$ cat src/sv/jew_pkg.sv
`default_nettype none
package jew_pkg;

	typedef enum logic [3:0] {
		CMD_OPEN_OBJ  = 4'd0,
		CMD_OPEN_ARR  = 4'd1,
		CMD_CLOSE_OBJ = 4'd2,
		CMD_CLOSE_ARR = 4'd3,
		CMD_STR_BEGIN = 4'd4,
		CMD_KEY_BEGIN = 4'd5,
		CMD_CHAR      = 4'd6,
		CMD_STR_END   = 4'd7,
		CMD_KEY_END   = 4'd8,
		CMD_INT       = 4'd9,
		CMD_BOOL      = 4'd10,
		CMD_NULL      = 4'd11,
		CMD_OBJ_SEP   = 4'd12,
		CMD_ARR_SEP   = 4'd13,
		CMD_FLUSH     = 4'd14,
		CMD_NONE      = 4'd15
	} cmd_t;

	typedef struct packed {
		logic [3:0]         cmd;
		logic signed [63:0] int_value;
		logic [7:0]         char_byte;
		logic               bool_value;
	} in_req_t;

	typedef struct packed {
		logic [7:0] out_byte;
		logic       last_byte;
	} out_req_t;

	// Job handed from front to back: everything already decided.
	// Emission order: nl, tabs, head bytes (up to 6), int digits, tail nl.
	typedef struct packed {
		logic        nl;
		logic [5:0]  tabs;
		logic [2:0]  head_n;
		logic [47:0] head;      // byte 0 in [7:0]
		logic        is_int;
		logic [63:0] mag;
		logic        tail_nl;
	} job_t;

	typedef enum logic [2:0] {
		BK_IDLE, BK_NL, BK_TABS, BK_HEAD, BK_CONV, BK_SKIP, BK_DIG, BK_TAIL
	} bk_state_t;

	localparam logic [7:0] CH_NL  = 8'd10;
	localparam logic [7:0] CH_TAB = 8'd9;

	function automatic logic [7:0] hex_ch(input logic [3:0] v);
		hex_ch = (v < 4'd10) ? (8'h30 + {4'd0, v}) : (8'h37 + {4'd0, v});
	endfunction

endpackage
`default_nettype wire

$ cat src/sv/json_event_writer_core.sv
`default_nettype none
// channel | handshake        | payload
// in      | push / full      | in_req_t  (cmd, int_value, char_byte, bool_value)
// out     | pop / empty      | out_req_t (out_byte, last_byte)
// cfg     | cfg_we           | cfg_data  (pretty_mode)
// Front classifies one request per cycle, while the queue is not full, into
// a two-entry job queue. Back takes a job while idle, then emits one byte
// per cycle while the output is not stalled; an integer is first converted
// by a shift-add-3 decimal conversion, then leading zeros are dropped.
// Reset clears depth, flags, queue and output valid flag. Output stalls
// back up through the queue to full.
module json_event_writer_core
	import jew_pkg::*;
#(
	parameter int MAX_DEPTH = 32
) (
	input  wire logic    clk,
	input  wire logic    arst_n,
	input  wire logic    cfg_we,
	input  wire logic    cfg_data,
	input  wire logic    push,
	output logic         full,
	input  wire in_req_t in_req,
	input  wire logic    pop,
	output logic         empty,
	output out_req_t     out_req
);

	logic pretty_q;
	job_t fjob, qjob;
	logic qempty, qtake, acc;

	assign acc = push && !full;

	always_ff @(posedge clk or negedge arst_n) begin
		if (!arst_n)
			pretty_q <= 1'b0;
		else if (cfg_we)
			pretty_q <= cfg_data;
	end

	jew_front #(.MAX_DEPTH(MAX_DEPTH)) u_front (
		.clk(clk), .arst_n(arst_n), .pretty(pretty_q),
		.req(in_req), .req_valid(acc), .job(fjob)
	);

	// jobs with no bytes are dropped at the queue input
	logic wr;
	assign wr = acc && (fjob.nl || fjob.tabs != 6'd0 || fjob.head_n != 3'd0 ||
		fjob.is_int || fjob.tail_nl);

	jew_queue u_queue (
		.clk(clk), .arst_n(arst_n), .wr(wr), .wr_job(fjob), .full(full),
		.rd(qtake), .empty(qempty), .rd_job(qjob)
	);

	jew_back u_back (
		.clk(clk), .arst_n(arst_n), .job_empty(qempty), .job(qjob),
		.job_take(qtake), .res(out_req), .empty(empty), .pop(pop)
	);

endmodule
`default_nettype wire

$ cat src/sv/jew_front.sv
`default_nettype none
module jew_front
	import jew_pkg::*;
#(
	parameter int MAX_DEPTH = 32
) (
	input  wire logic    clk,
	input  wire logic    arst_n,
	input  wire logic    pretty,
	input  wire in_req_t req,
	input  wire logic    req_valid,
	output job_t         job
);

	logic [5:0] depth_q;
	logic       nlp_q, sup_q;
	logic [5:0] depth_d;
	logic       nlp_d, sup_d;

	// classify the request into a job, and update the format state
	always_comb begin
		logic [7:0] c;
		c = req.char_byte;
		job = '0;
		depth_d = depth_q;
		nlp_d = nlp_q;
		sup_d = sup_q;
		case (cmd_t'(req.cmd))
			CMD_OPEN_OBJ, CMD_OPEN_ARR: begin
				job.head_n = 3'd1;
				job.head[7:0] = (req.cmd == CMD_OPEN_OBJ) ? 8'h7B : 8'h5B;
				if (pretty) begin
					job.nl = nlp_q;
					job.tabs = sup_q ? 6'd0 : depth_q;
					if (depth_q < 6'(MAX_DEPTH))
						depth_d = depth_q + 6'd1;
					nlp_d = 1'b1;
					sup_d = 1'b0;
				end
			end
			CMD_CLOSE_OBJ, CMD_CLOSE_ARR: begin
				job.head_n = 3'd1;
				job.head[7:0] = (req.cmd == CMD_CLOSE_OBJ) ? 8'h7D : 8'h5D;
				if (pretty) begin
					job.nl = !nlp_q;
					if (depth_q != 6'd0)
						depth_d = depth_q - 6'd1;
					job.tabs = nlp_q ? 6'd0 : depth_d;
					nlp_d = 1'b0;
					sup_d = 1'b0;
				end
			end
			CMD_STR_BEGIN, CMD_INT, CMD_BOOL, CMD_NULL, CMD_KEY_BEGIN: begin
				if (pretty) begin
					job.nl = nlp_q;
					nlp_d = 1'b0;
					job.tabs = (sup_q && req.cmd != CMD_KEY_BEGIN) ? 6'd0 : depth_q;
				end
				case (cmd_t'(req.cmd))
					CMD_INT: begin
						job.is_int = 1'b1;
						job.mag = req.int_value[63] ? 64'(-req.int_value) : req.int_value;
						if (req.int_value[63]) begin
							job.head_n = 3'd1;
							job.head[7:0] = 8'h2D;
						end
					end
					CMD_BOOL: begin
						if (req.bool_value) begin
							job.head_n = 3'd4;
							job.head[31:0] = {8'h65, 8'h75, 8'h72, 8'h74};
						end else begin
							job.head_n = 3'd5;
							job.head[39:0] = {8'h65, 8'h73, 8'h6C, 8'h61, 8'h66};
						end
					end
					CMD_NULL: begin
						job.head_n = 3'd4;
						job.head[31:0] = {8'h6C, 8'h6C, 8'h75, 8'h6E};
					end
					default: begin
						job.head_n = 3'd1;
						job.head[7:0] = 8'h22;
					end
				endcase
			end
			CMD_CHAR: begin
				job.head_n = 3'd2;
				job.head[7:0] = 8'h5C;
				case (c)
					8'h22: job.head[15:8] = 8'h22;
					8'h5C: job.head[15:8] = 8'h5C;
					8'd8:  job.head[15:8] = 8'h62;
					8'd12: job.head[15:8] = 8'h66;
					8'd10: job.head[15:8] = 8'h6E;
					8'd13: job.head[15:8] = 8'h72;
					8'd9:  job.head[15:8] = 8'h74;
					default: begin
						if (c >= 8'd32) begin
							job.head_n = 3'd1;
							job.head[7:0] = c;
						end else begin
							job.head_n = 3'd6;
							job.head[47:8] = {hex_ch(c[3:0]), hex_ch(c[7:4]),
								8'h30, 8'h30, 8'h75};
						end
					end
				endcase
			end
			CMD_STR_END: begin
				job.head_n = 3'd1;
				job.head[7:0] = 8'h22;
			end
			CMD_KEY_END: begin
				job.head_n = 3'd2;
				job.head[15:0] = {8'h3A, 8'h22};
				sup_d = 1'b1;
			end
			CMD_OBJ_SEP, CMD_ARR_SEP: begin
				job.head_n = 3'd1;
				job.head[7:0] = 8'h2C;
				if (pretty) begin
					job.tail_nl = 1'b1;
					sup_d = 1'b0;
				end
			end
			CMD_FLUSH: job.tail_nl = pretty;
			default: ;
		endcase
	end

	always_ff @(posedge clk or negedge arst_n) begin
		if (!arst_n) begin
			depth_q <= '0;
			nlp_q <= 1'b0;
			sup_q <= 1'b0;
		end else if (req_valid) begin
			depth_q <= depth_d;
			nlp_q <= nlp_d;
			sup_q <= sup_d;
		end
	end

endmodule
`default_nettype wire

$ cat src/sv/jew_queue.sv
`default_nettype none
module jew_queue
	import jew_pkg::*;
(
	input  wire logic clk,
	input  wire logic arst_n,
	input  wire logic wr,
	input  wire job_t wr_job,
	output logic      full,
	input  wire logic rd,
	output logic      empty,
	output job_t      rd_job
);

	// two-entry job queue
	job_t       mem_q [2];
	logic       wp_q, rp_q;
	logic [1:0] cnt_q;

	assign full = cnt_q == 2'd2;
	assign empty = cnt_q == 2'd0;
	assign rd_job = mem_q[rp_q];

	always_ff @(posedge clk) begin
		if (wr)
			mem_q[wp_q] <= wr_job;
	end

	always_ff @(posedge clk or negedge arst_n) begin
		if (!arst_n) begin
			wp_q <= 1'b0;
			rp_q <= 1'b0;
			cnt_q <= '0;
		end else begin
			if (wr)
				wp_q <= !wp_q;
			if (rd)
				rp_q <= !rp_q;
			cnt_q <= cnt_q + {1'b0, wr} - {1'b0, rd};
		end
	end

endmodule
`default_nettype wire

$ cat src/sv/jew_back.sv
`default_nettype none
module jew_back
	import jew_pkg::*;
(
	input  wire logic clk,
	input  wire logic arst_n,
	input  wire logic job_empty,
	input  wire job_t job,
	output logic      job_take,
	output out_req_t  res,
	output logic      empty,
	input  wire logic pop
);

	bk_state_t   st_q, st_d;
	job_t        j_q;
	logic [5:0]  cnt_q;
	logic [63:0] bin_q;
	logic [79:0] bcd_q;    // most significant digit in [79:76]
	logic [79:0] bcd_adj;
	logic [4:0]  nd_q;
	logic        out_v_q;
	out_req_t    out_q;

	// state after the current phase ends
	function automatic bk_state_t after_nl(input job_t x);
		if (x.tabs != 6'd0) return BK_TABS;
		if (x.head_n != 3'd0) return BK_HEAD;
		if (x.is_int) return BK_CONV;
		if (x.tail_nl) return BK_TAIL;
		return BK_IDLE;
	endfunction

	function automatic bk_state_t after_head(input job_t x);
		if (x.is_int) return BK_CONV;
		if (x.tail_nl) return BK_TAIL;
		return BK_IDLE;
	endfunction

	logic       stall;
	logic       emit;
	logic [7:0] byt;
	logic       lst;
	bk_state_t  nxt;

	assign stall = out_v_q && !pop;
	assign empty = !out_v_q;
	assign res = out_q;
	assign job_take = (st_q == BK_IDLE) && !job_empty;

	// shift-add-3 correction on every BCD digit
	always_comb begin
		for (int i = 0; i < 20; i++) begin
			bcd_adj[4*i +: 4] = (bcd_q[4*i +: 4] >= 4'd5) ?
				bcd_q[4*i +: 4] + 4'd3 : bcd_q[4*i +: 4];
		end
	end

	// next state
	always_comb begin
		st_d = st_q;
		case (st_q)
			BK_IDLE: if (!job_empty) st_d = job.nl ? BK_NL : after_nl(job);
			BK_NL:   if (!stall) st_d = after_nl(j_q);
			BK_TABS: if (!stall && cnt_q == j_q.tabs - 6'd1) begin
				st_d = (j_q.head_n != 3'd0) ? BK_HEAD : after_head(j_q);
			end
			BK_HEAD: if (!stall && cnt_q == 6'(j_q.head_n) - 6'd1) st_d = after_head(j_q);
			BK_CONV: if (cnt_q == 6'd63) st_d = BK_SKIP;
			BK_SKIP: if (bcd_q[79:76] != 4'd0 || nd_q == 5'd1) st_d = BK_DIG;
			BK_DIG:  if (!stall && nd_q == 5'd1) st_d = j_q.tail_nl ? BK_TAIL : BK_IDLE;
			BK_TAIL: if (!stall) st_d = BK_IDLE;
			default: st_d = BK_IDLE;
		endcase
	end

	// byte produced this cycle
	always_comb begin
		emit = 1'b0;
		byt = 8'd0;
		nxt = st_d;
		case (st_q)
			BK_NL:   begin emit = !stall; byt = CH_NL; end
			BK_TABS: begin emit = !stall; byt = CH_TAB; end
			BK_HEAD: begin emit = !stall; byt = j_q.head[{cnt_q[2:0], 3'd0} +: 8]; end
			BK_DIG:  begin emit = !stall; byt = 8'h30 + {4'd0, bcd_q[79:76]}; end
			BK_TAIL: begin emit = !stall; byt = CH_NL; end
			default: ;
		endcase
		lst = nxt == BK_IDLE;
	end

	always_ff @(posedge clk) begin
		if (st_q == BK_IDLE && !job_empty) begin
			j_q <= job;
			bin_q <= job.mag;
			bcd_q <= '0;
			nd_q <= 5'd20;
		end
		// one magnitude bit per cycle into the BCD register
		if (st_q == BK_CONV) begin
			bcd_q <= {bcd_adj[78:0], bin_q[63]};
			bin_q <= {bin_q[62:0], 1'b0};
		end
		// drop leading zero digits, keeping at least one
		if (st_q == BK_SKIP && st_d == BK_SKIP) begin
			bcd_q <= {bcd_q[75:0], 4'd0};
			nd_q <= nd_q - 5'd1;
		end
		if (st_q == BK_DIG && !stall) begin
			bcd_q <= {bcd_q[75:0], 4'd0};
			nd_q <= nd_q - 5'd1;
		end
		if (emit)
			out_q <= '{out_byte: byt, last_byte: lst};
	end

	always_ff @(posedge clk or negedge arst_n) begin
		if (!arst_n) begin
			st_q <= BK_IDLE;
			cnt_q <= '0;
			out_v_q <= 1'b0;
		end else begin
			st_q <= st_d;
			if (st_d != st_q)
				cnt_q <= '0;
			else if (emit || st_q == BK_CONV)
				cnt_q <= cnt_q + 6'd1;
			if (emit)
				out_v_q <= 1'b1;
			else if (pop)
				out_v_q <= 1'b0;
		end
	end

endmodule
`default_nettype wire
$ cat config.mk
export PLATFORM = sky130hd
export DESIGN_NAME = json_event_writer_core
export DESIGN_NICKNAME = d
export VERILOG_FILES = /design/src/sv/jew_pkg.sv /design/src/sv/json_event_writer_core.sv /design/src/sv/jew_front.sv /design/src/sv/jew_queue.sv /design/src/sv/jew_back.sv
export SDC_FILE = /design/constraint.sdc
export NUM_CORES = 1
export LEC_CHECK = 0
export BUFFER_PORTS_ARGS = -buffer_cell sky130_fd_sc_hd__clkbuf_2
export CAP_MARGIN = 0
export CORE_MARGIN = 2
export CORE_UTILIZATION = 45
export DETAILED_ROUTE_END_ITERATION = 8
export GPL_TIMING_DRIVEN = 0
export PLACE_DENSITY = 0.62
export SYNTH_ARGS = -nofsm -noshare
export SYNTH_HDL_FRONTEND = slang
export SYNTH_SLANG_ARGS = --single-unit
$ cat constraint.sdc
create_clock -name clk -period 19.96 [get_ports clk]
set_clock_uncertainty 0.05 [all_clocks]
set_input_delay 0.998 -clock clk [delete_from_list [all_inputs] [get_ports clk]]
set_output_delay 0.998 -clock clk [all_outputs]
set_load 0.005 [all_outputs]
; ---- Word level (Yosys, flattened, before mapping)
; Memories as Yosys holds them, arrays and structs flattened.
; Cells that the tools add are included.
[totals]
n_memories = 1
out_inout_bits = 11
wordCells = 344
ram_bits = 248
regBits = 240
inputBits = 83
[memory_table]
columns = name, depth, width, read_ports, rd_clocked_by_memory_dff, wr, line
row1 = u_queue.mem_q, 2, 124, 1, 0, 1, jew_queue.sv:16  ; job_t mem_q [2];
[op_classes]
n_reduce_logical = 59
n_lt_le_gt_ge = 24
addsub = 34
mux = 162
n_shift = 1
eq_ne = 41
[op_table]
columns = op, n
row1 = $mux W80, 4
row2 = $mux W64, 3
row3 = $mux W65, 2
row4 = $mux W3, 35
row5 = $ge A4 B3 Y1 const B, 20
row6 = $add A4 B2 Y4 const B, 19
row7 = $mux W4, 19
row8 = $mux W6, 12
row9 = $neg A64 Y64, 1
row10 = $mux W1, 56
row11 = $pmux W8 S7, 1
row12 = $mux W8, 6
row13 = $pmux W24 S2, 1
row14 = $pmux W8 S3, 2
row15 = $pmux W8 S6, 1
row16 = $shiftx A48 B7 Y8, 1
row17 = $pmux W23 S2, 1
row18 = $eq A8 B4 Y1 const B, 5
row19 = $mux W40, 1
row20 = $add A6 B4 Y7 const A, 5
row21 = $mux W35, 1
row22 = $pmux W8 S4, 1
row23 = $mux W29, 1
row24 = $eq A4 B4 Y1 const B, 7
row25 = other kinds (51), 116

; ---- Logic depth before layout (Yosys ltp)
; Gate-level depths: netlist (run 1).
; An unclocked memory read counts as a cell.
[logic_depth]
ltp_word = 28
mapped_depth = 10
depth_no_buf = 10

; ---- Hierarchy
; A second synthesis (run 1) with hierarchy kept.
[unflattened]
cells_unflattened = 1999
hier_area_um2 = 24787.5
[by_module_without_submodules]
columns = mod, seq_area_each_um2, n_inst, cells_each, area_each_um2
row1 = jew_back, 6716.4, 1, 968, 11577.4
row2 = jew_queue, 7547.2, 1, 401, 9341.5
row3 = jew_front, 200.2, 1, 623, 3794.9
row4 = json_event_writer_core, 25.0, 1, 7, 73.8

; ---- Worst setup path before layout (run 1)
; Ideal clock, no wire load.
[synth_timing]
path_kind = input -> register
from = input port in_req[76] (netlist bit)
to = memory u_queue.mem_q[0][0] (netlist bit), enable pin
n_path_buf = 2
setup_time_ns = 0.591
arrival_ns = 6.494
path_slack_ns = 12.825
required_time_ns = 19.319
path_stages = 5
cell_sequence = clkbuf_1 > buf_1 > nand3_1 > o21ai_0 > nor2_1
[synth_between]
elab_chain_cells = 13
word_cells_on_any_way = 39
cone_classes = 15 x eq/ne / 10 x mux / 14 x reduce/logical
[synth_rtl]
columns = element, line
row1 = start: declaration, json_event_writer_core.sv:23  ; input wire in_req_t in_req,
row2 = $ne A4 B3 Y1, jew_front.sv:57  ; job.tabs = (sup_q && req.cmd != CMD_KEY_BEGIN) ? 6'd0 : depth_q;
row3 = $logic_and A1 B1 Y1, jew_front.sv:57
row4 = $mux W6, jew_front.sv:57
row5 = $mux W7, jew_front.sv:54  ; if (pretty) begin
row6 = $pmux W7 S3, jew_front.sv:28  ; case (cmd_t'(req.cmd))
row7 = $reduce_bool A6 Y1, json_event_writer_core.sv:49  ; assign wr = acc && (fjob.nl || fjob.tabs != 6'd0 || fjob.head_n != 3'd0 ||
row8 = $logic_or A1 B1 Y1 (3 in a row), json_event_writer_core.sv:49
row9 = $logic_or A1 B1 Y1 (*), json_event_writer_core.sv:50  ; fjob.is_int || fjob.tail_nl);
row10 = $logic_and A1 B1 Y1 (*), json_event_writer_core.sv:49
row11 = $mux W1 (*), jew_queue.sv:25  ; if (wr)
row12 = $mux W1 (not written as such) (*), jew_queue.sv:26  ; mem_q[wp_q] <= wr_job;
row13 = end: declaration, jew_queue.sv:16
; Mark *: on every way between the ends. The rest lies on a longest branch, timed or not.

==> results of run 1 <==
-- cell usage after synthesis, drive strengths merged (8+ instances only) --
master / n / area share
clkbuf: 71 / 0.012
or4: 8 / 0.0031
dfrtp: 23 / 0.025
a22oi: 16 / 0.0053
a31oi: 11 / 0.0030
buf: 14 / 0.0023
nor3b: 34 / 0.011
nor4: 10 / 0.0028
or3: 15 / 0.0044
nor3: 29 / 0.0064
nand2b: 31 / 0.0086
xnor2: 41 / 0.016
nand2: 173 / 0.029
a211oi: 9 / 0.0030
mux2: 51 / 0.025
o22ai: 25 / 0.0069
a21oi: 88 / 0.019
edfxtp: 433 / 0.57
nor2: 153 / 0.025
mux2i: 78 / 0.034
inv: 80 / 0.013
ha: 59 / 0.033
nand3: 16 / 0.0035
o21ai: 196 / 0.043
xor2: 70 / 0.027
o31ai: 42 / 0.014
nor2b: 25 / 0.0069
-- how the worst min path moves through the flow --
stage	from	endpoint	slack [ns]	cells after the start
floorplan	u_back.bin_q[63]	u_back.bcd_q[0]	0.37	2
global placement	u_back.bin_q[63]	u_back.bcd_q[0]	0.38	2
detailed placement	u_back.bin_q[63]	u_back.bcd_q[0]	0.38	2
CTS	arst_n	u_front.depth_q[1]	0.39	1
global route	u_back.bin_q[63]	u_back.bcd_q[0]	0.41	2
finish	u_back.bin_q[63]	u_back.bcd_q[0]	0.40	2
-- cell type report --
| type | instances | area (um^2) |
|---|---|---|
| well taps | 672 | 841 |
| plain buffers | 85 | 319 |
| clock inverters | 33 | 256 |
| repair buffers | 100 | 688 |
| inverters | 81 | 304 |
| multi-input cells | 1280 | 8400 |
| fillers | 4331 | 24200 |
| clock buffers | 60 | 1290 |
| flip-flops and latches | 461 | 13700 |
-- power groups by stage --
stage / registers (mW) / logic, mW / clock network (mW)
2_1_floorplan: 1.68 / 0.856 / 0
3_3_place_gp: 1.75 / 1.12 / 0
3_5_place_dp: 1.71 / 1.21 / 0
4_1_cts: 1.69 / 1.21 / 0.889
5_1_grt: 1.73 / 1.34 / 0.925
6_report: 1.69 / 1.20 / 0.869
-- per-stage QoR --
step	setup WS (ns)	instances
finish	15.97	2772
global placement	9.41	2668
global route	15.76	2772
detailed placement	15.34	2679
floorplan	12.82	1907
CTS	15.99	2772
-- layout by cell type, fill, tap and decap left out, types with 50 or more instances in the layout --
cell type / synthesis / routed
sky130_fd_sc_hd__inv_1: 80 / 78
sky130_fd_sc_hd__a21oi_1: 88 / 88
sky130_fd_sc_hd__edfxtp_1: 433 / 433
sky130_fd_sc_hd__mux2i_1: 78 / 78
sky130_fd_sc_hd__o21ai_0: 194 / 194
sky130_fd_sc_hd__nand2_1: 173 / 172
sky130_fd_sc_hd__clkbuf_2: 0 / 89
sky130_fd_sc_hd__clkbuf_16: 0 / 50
sky130_fd_sc_hd__ha_1: 59 / 59
sky130_fd_sc_hd__xor2_1: 70 / 70
sky130_fd_sc_hd__mux2_2: 51 / 51
sky130_fd_sc_hd__nor2_1: 153 / 151
sky130_fd_sc_hd__clkbuf_1: 71 / 81
-- tightest hold or removal path, cell delays in order, from the launching register on --
cell,delay [ns]
sky130_fd_sc_hd__edfxtp_1,0.32
sky130_fd_sc_hd__nand2_1,0.04
sky130_fd_sc_hd__o21ai_0,0.05
-- cells by family (layout without fill, tap and decap cells) --
logic type	after synthesis	in the layout	share of synthesized area
simple gates	538	538	0.116
flops	461	461	0.603
compound gates	434	434	0.113
buf+inv	166	359	0.0275
mux	134	134	0.0647
xor+xnor	111	111	0.0429
fa+ha+maj	59	59	0.0326
other cells	1	4	0.000165
-- flip-flops by register name, indices dropped and copies added, names as in the netlist --
signal and count:
pretty_q 1, u_back.bcd_q 80, u_back.bin_q 64, u_back.cnt_q 6, u_back.j_q 50, u_back.nd_q 5
u_back.out_v_q 1, u_back.res 9, u_back.st_q 3, u_front.depth_q 6, u_front.nlp_q 1, u_front.sup_q 1
u_queue.cnt_q 2, u_queue.mem_q 230, u_queue.rp_q 1, u_queue.wp_q 1
-- routing by layer --
layer | global-route usage | routed length (um)
met4 | 0.0641 | 1340
met2 | 0.317 | 23700
met1 | 0.256 | 23000
met5 | 0 | 0
met3 | 0.0258 | 2040
==> summary.md, run 1 <==
| Metric | Value |
|---|---|
| Post-DP HPWL | around 35,000 um |
| Area growth from synthesis to final layout | 13.7% |
| Switching fraction of total power | 0.346 |
| Crit path max-delay cell type | sky130_fd_sc_hd__nor4_1 |
| N_diodes | 0 |
| Outcome | finished clean |
| Avg Inst Size Synth | 11.9 um^2 |
| Max Cap Viol | 0 |
| Detailed-routing iteration count for the pre-antenna-repair pass | 6 |
| Pins over their slew limit | 0 |
| DRC Markers | 0 |
| Postcts setup bufs | 0 |
| Crit start category | primary input |
| Shortest period the worst path allows | about 4.0 ns |
| Power per cell area | 146 nW/um^2 |
| Critical path type | primary input to flop |
| Standard cell area after detailed placement | ~24,000 um^2 |
| Number of gates on the worst path with buffers counted | 7 |
| Launch point of the critical path | in_req[18] |
| Final Hold Violating Endpoints | 0 |
| Top cell family by delay on the critical path | simple AND/OR/NAND/NOR gates |
| Overall die height | about 230 um |
| Count of hold buffers inserted by post-cts repair | 0 |
| Area of the die | ~52,000 um^2 |
| Part of the power in combinational logic | 0.320 |
| Min-Delay Path Class | flop to flop |
| Placer's final routability congestion estimate | about 0.9 |
| Portion of the clock cycle consumed by the worst path in the final layout | 0.200 |
| Setup repair after global routing missed its margin | false |
| Width of the die | approximately 230 um |
| Number of sinks handled by clock tree synthesis | between 400 and 500 |
| Number of buffers on the longest clock path | 3 |
| Clock slew at the register clock pins of the worst setup and hold paths | approximately 0.06 ns |
| Reg-to-reg slack, setup | between 15 and 20 ns |
| Reg-to-reg endpoint | u_back.cnt_q[2] |
| Int Power | about 2.5 mW |
| Clock share of power | 0.231 |
| Number of cells on the worst reg-to-reg path | 10 |
| Via/cell ratio | ~5.5 |
| Seq/Total Area, Yosys | 0.603 |
| Net Sw Power | between 1 and 1.5 mW |
| Startpoint of the lowest-slack register-to-register path | u_back.j_q[114] |
| Worst Max-Slew Pin Slew | 1.26 ns |
| Worst path most repeated cell | sky130_fd_sc_hd__nor4_1 |
| Power consumption | ~3.8 mW |
| IO Port Bufs | between 80 and 90 |
| Clock Latency Late Sink | about 0.60 ns |
| Standard-cell row count | slightly above 80 |
| Number of levels the H-tree was split into | 2 |
| Post-detailed-route wirelength per cell | ~18 um |
| Post-layout net count | about 2,200 |
| Final core occ | 0.516 |
| Share of post-route cells with drive strength above 1 | 0.119 |
| Library cell used as clock root buffer | sky130_fd_sc_hd__clkbuf_16 |
| Total routing resource utilization after global routing | 0.190 |
| Cts repair resizes | 0 |
| Leakage component of the power | roughly 9.2 nW |
| Crit path cell chain | clkbuf_2 > or3_1 > nor4_1 > nor4bb_1 > nand3_1 > clkbuf_1 > nor4_1 |
| Asr flop ratio synth | 0.0499 |
| Synthesis-stage register bit count | ~460 |
| Unique cell type count in the Yosys netlist | 68 |
| Portion of total power attributed to sequential cells | 0.450 |
| Buffers and inverters on the worst path | 2 |
| Largest net degree at the start of global routing | between 50 and 60 |
| Post-synthesis instance area | between 20,000 and 25,000 um^2 |
| Relative slew slack | 0.150 |
| Number of flops mapped to enable cells by yosys | about 430 |
| Count of antenna-violating nets left after detailed routing | 0 |
| Number of global-route vias before repair | 15,400 |
| Cell area after layout | 25,800 um^2 |
| Ys Warns | 0 |
| Antenna violations before repair | 0 |
| Crit path max fanout | 10 |
| Total routed wirelength | approximately 50,000 um |
| Iter 0 DRT Violations | ~1,000 |
| Critical path destination | u_queue.mem_q[0][64] |
| Largest vdd supply drop | 0.0000829 V |
| Wire length of the first global-routing pass | 79,900 um |
| Arr. time, crit path | roughly 4.3 ns |
| Upper clock frequency limit | ~0.25 GHz |
| Primary FF master, synth | sky130_fd_sc_hd__edfxtp_1 |
| Synth Instances | ~1,900 |
| Setup violation total in the final timing report | 0 |
| Boundary pin count | between 90 and 100 |
| Number of buffers inserted during clock tree synthesis | 50 |
| Gr ovfl total | 0 |
| Type of destination of the critical path | flop |
| Required arrival time at the worst endpoint | a little over 20 ns |
| Count of vias placed by the detailed router | between 15,000 and 20,000 |
| Core region area | 50,000 um^2 |
| TritonCTS clock tree | yes |
| Maximum cell stage delay along the critical path | approximately 0.69 ns |
| Worst hold slack | about 0.4 ns |
| Initial Util | 0.454 |
| Setup TNS Final | 0 ns |
Power figures use the tool's default switching activity.
==> inputs of run 2 (changes only) <==
clock period = 3.97 ns   (was 19.96 ns; I/O delays follow)
==> run 2 against run 1 <==
Net effect: sequential power rose to 5.0 times the previous value; die area did not move; cell area rose by 2.2%; largest cell class unchanged.
==> summary.md, run 2 (synthesis results as in run 1) <==
| Metric | Value |
|---|---|
| Outcome | finished clean (unchanged) |
| Crit path cell chain | nor3_1 > o21ai_0 > clkbuf_2 > clkinvlp_4 > nor2_1 > nand2_4 > buf_16 (was clkbuf_2 > or3_1 > nor4_1 > nor4bb_1 > nand3_1 > clkbuf_1 > nor4_1) |
| Portion of the clock cycle consumed by the worst path in the final layout | 0.918 |
| Cell area after layout | 26,300 um^2 (was 25,800 um^2) |
| Number of buffers inserted during clock tree synthesis | 49 (was 50) |
| Crit path max fanout | 51 (was 10) |
| Number of levels the H-tree was split into | 2 (unchanged) |
| Number of buffers on the longest clock path | 3 (unchanged) |
| Relative slew slack | 0.159 (was 0.150) |
| Upper clock frequency limit | 0.274 GHz |
| Most common library cell in the layout ignoring fill and taps | sky130_fd_sc_hd__edfxtp_1 (unchanged) |
| Number of sinks handled by clock tree synthesis | 461 (unchanged) |
| Total routing resource utilization after global routing | 0.192 (was 0.190) |
| Via/cell ratio | 5.50 (was 5.54) |
| Placer's final routability congestion estimate | 0.889 (was 0.923) |
| Library cell used as clock root buffer | sky130_fd_sc_hd__clkbuf_16 (unchanged) |
| Clock slew at the register clock pins of the worst setup and hold paths | 0.06 ns (about the same) |
| TritonCTS clock tree | yes (unchanged) |
| Arr. time, crit path | 3.84 ns (was 4.25 ns) |
| Post-detailed-route wirelength per cell | 18.1 um (was 18.0 um) |
| Number of global-route vias before repair | 15,400 (about the same) |
| Leakage component of the power | 9.43 nW (was 9.22 nW) |
| Share of post-route cells with drive strength above 1 | 0.116 (was 0.119) |
| Initial Util | 0.454 (unchanged) |
| Required arrival time at the worst endpoint | 4.16 ns (was 20.22 ns) |
| Standard-cell row count | 82 (unchanged) |
| Postcts setup bufs | 0 (unchanged) |
| Count of antenna-violating nets left after detailed routing | 0 (unchanged) |
| Wire length of the first global-routing pass | 80,600 um (was 79,900 um) |
| Reg-to-reg endpoint | u_back.bcd_q[67] (was u_back.cnt_q[2]) |
| Type of destination of the critical path | flop (unchanged) |
| Largest net degree at the start of global routing | 52 (was 51) |
| Pins over their slew limit | 0 (unchanged) |
| Critical path type | flop to flop (was primary input to flop) |
| Top cell family by delay on the critical path | simple AND/OR/NAND/NOR gates (unchanged) |
| DRC Markers | 0 (unchanged) |
| Overall die height | 228 um (unchanged) |
| Area growth from synthesis to final layout | 16.2% (was 13.7%) |
| Area of the die | 52,200 um^2 (unchanged) |
| Crit path max-delay cell type | sky130_fd_sc_hd__nor3_1 (was sky130_fd_sc_hd__nor4_1) |
| Setup violation total in the final timing report | 0 (unchanged) |
| Width of the die | 228 um (unchanged) |
| Largest Register | u_queue.mem_q (unchanged) |
| Maximum cell stage delay along the critical path | 0.54 ns (was 0.69 ns) |
| Power per cell area | 730 nW/um^2 (was 146 nW/um^2) |
| Worst hold slack | 0.0217 ns (was 0.395 ns) |
| Detailed-routing iteration count for the pre-antenna-repair pass | 6 (unchanged) |
| N_diodes | 0 (unchanged) |
| Iter 0 DRT Violations | 1,340 (was 991) |
| Power consumption | 19.2 mW (was 3.77 mW) |
| Gr ovfl total | 0 (unchanged) |
| Clock Latency Late Sink | 0.58 ns (was 0.60 ns) |
| Post-DP HPWL | 34,700 um (was 35,000 um) |
| Setup repair after global routing missed its margin | false (unchanged) |
| Boundary pin count | 94 (unchanged) |
| Post-layout net count | 2,249 (was 2,201) |
| Placed Cells | 2,678 (was 2,679) |
| Origin of the worst min-delay path | in_req[55] (was u_back.bin_q[63]) |
| Core region area | 50,000 um^2 (unchanged) |
| Total routed wirelength | 50,900 um (was 50,000 um) |
| Largest vdd supply drop | 0.000373 V (was 0.0000829 V) |
| Hold-critical path depth | 3 (was 2) |
| Leading cell types in the layout, fill and taps excluded | 433 x sky130_fd_sc_hd__edfxtp_1, 194 x sky130_fd_sc_hd__o21ai_0, 172 x sky130_fd_sc_hd__nand2_1 (unchanged) |
| Post-route non-filler standard cell count | 2,817 (was 2,772) |
| Worst Max-Slew Pin Slew | 1.25 ns (was 1.26 ns) |
| Count of vias placed by the detailed router | 15,500 (was 15,400) |
| Final Hold Violating Endpoints | 0 (unchanged) |
| Hold endpoint | u_queue.mem_q[1][47] (was u_back.bcd_q[0]) |
| Max Cap Viol | 0 (unchanged) |
| Antenna violations before repair | 0 (unchanged) |
| Largest registers | u_queue.mem_q x230, u_back.bcd_q x80, u_back.bin_q x64 (unchanged) |
| Flip-flop count of the largest register, all copies and words added | 230 (unchanged) |
| Standard cell area after detailed placement | 24,200 um^2 (about the same) |
| Crit start category | flop (was primary input) |
| Shortest period the worst path allows | between 3 and 4 ns |
| Reg-to-reg slack, setup | 0.33 ns (was 16.45 ns) |
| Number of cells on the worst reg-to-reg path | 7 (was 10) |
| IO Port Bufs | 89 (unchanged) |
| Min-Delay Path Class | primary input to flop (was flop to flop) |
| Buffers and inverters on the worst path | 3 (was 2) |
| Startpoint of the lowest-slack register-to-register path | u_back.st_q[2] (was u_back.j_q[114]) |
| Final core occ | 0.527 (was 0.516) |
## run 2: changes by cell type in the layout (fill, tap and decap cells not counted), moves of 2 or more
cell and change:
sky130_fd_sc_hd__dlygate4sd3_1 +48, sky130_fd_sc_hd__clkinv_8 -2, sky130_fd_sc_hd__clkinvlp_2 +2, sky130_fd_sc_hd__bufinv_16 +4, sky130_fd_sc_hd__inv_2 -2, sky130_fd_sc_hd__clkinv_1 -2, sky130_fd_sc_hd__clkinv_2 -9, sky130_fd_sc_hd__clkbuf_8 +2
## run 2: area by class of cell
type / count / area, um^2
Fill cell: 4302 / 23600
Sequential cell: 461 / 13700
Multi-Input combinational cell: 1280 / 8410
Clock buffer: 65 / 1350
Timing Repair Buffer: 147 / 1150
Tap cell: 672 / 841
Buffer: 85 / 320
Inverter: 81 / 310
Clock inverter: 24 / 272
Timing Repair inverter: 2 / 10.0
## run 2: worst max path at each step
stage | startpoint | endpoint | slack, ns | depth (start not counted)
2_1_floorplan | u_queue.cnt_q[1] | u_queue.mem_q[0][0] | -0.54 | 4
3_3_place_gp | u_queue.cnt_q[1] | u_queue.mem_q[1][52] | -2.88 | 4
3_5_place_dp | u_queue.cnt_q[1] | u_back.bin_q[38] | -0.69 | 6
4_1_cts | u_back.st_q[2] | u_back.bin_q[37] | 0.09 | 7
5_1_grt | u_back.st_q[2] | u_back.bcd_q[67] | 0.04 | 7
6_report | u_back.st_q[2] | u_back.bcd_q[67] | 0.33 | 7
## run 2: layer usage
layer  up-vias  share of wire  GRT usage  routed length (um)
met1      7534           0.45      0.257               23000
met2       415           0.47      0.323               24000
met4         0          0.029     0.0666                1460
li1       7451              -          -                   -
met5         -              0          0                   0
met3       104          0.047     0.0247                2400
## run 2: timing repair
action | 4_1_cts | 5_1_grt
endpoints found under the hold margin | 113 | 0
hold buffers | 48 | 0
endpoints found under the setup margin | 142 | 33
resized for setup | 1 | 3
cloned | 2 | 0
## run 2: report_power, final
part / switching, mW / internal, mW
clock: 1.85 / 2.77
combinational: 3.76 / 2.33
sequential: 0.891 / 7.62
## run 2: per-stage QoR
stage | setup TNS (ns) | setup WS (ns)
global route | 0 | 0.0431
floorplan | -123.49 | -0.537
finish | 0 | 0.326
detailed placement | -76.26 | -0.695
CTS | 0 | 0.0922
global placement | -860.04 | -2.88
## run 2: worst reg2reg max path: stages (launching register included)
cell and delay (ns):
sky130_fd_sc_hd__dfrtp_1 0.44, sky130_fd_sc_hd__nor3_1 0.54, sky130_fd_sc_hd__o21ai_0 0.40, sky130_fd_sc_hd__clkbuf_2 0.42, sky130_fd_sc_hd__clkinvlp_4 0.45, sky130_fd_sc_hd__nor2_1 0.24, sky130_fd_sc_hd__nand2_4 0.42, sky130_fd_sc_hd__buf_16 0.31
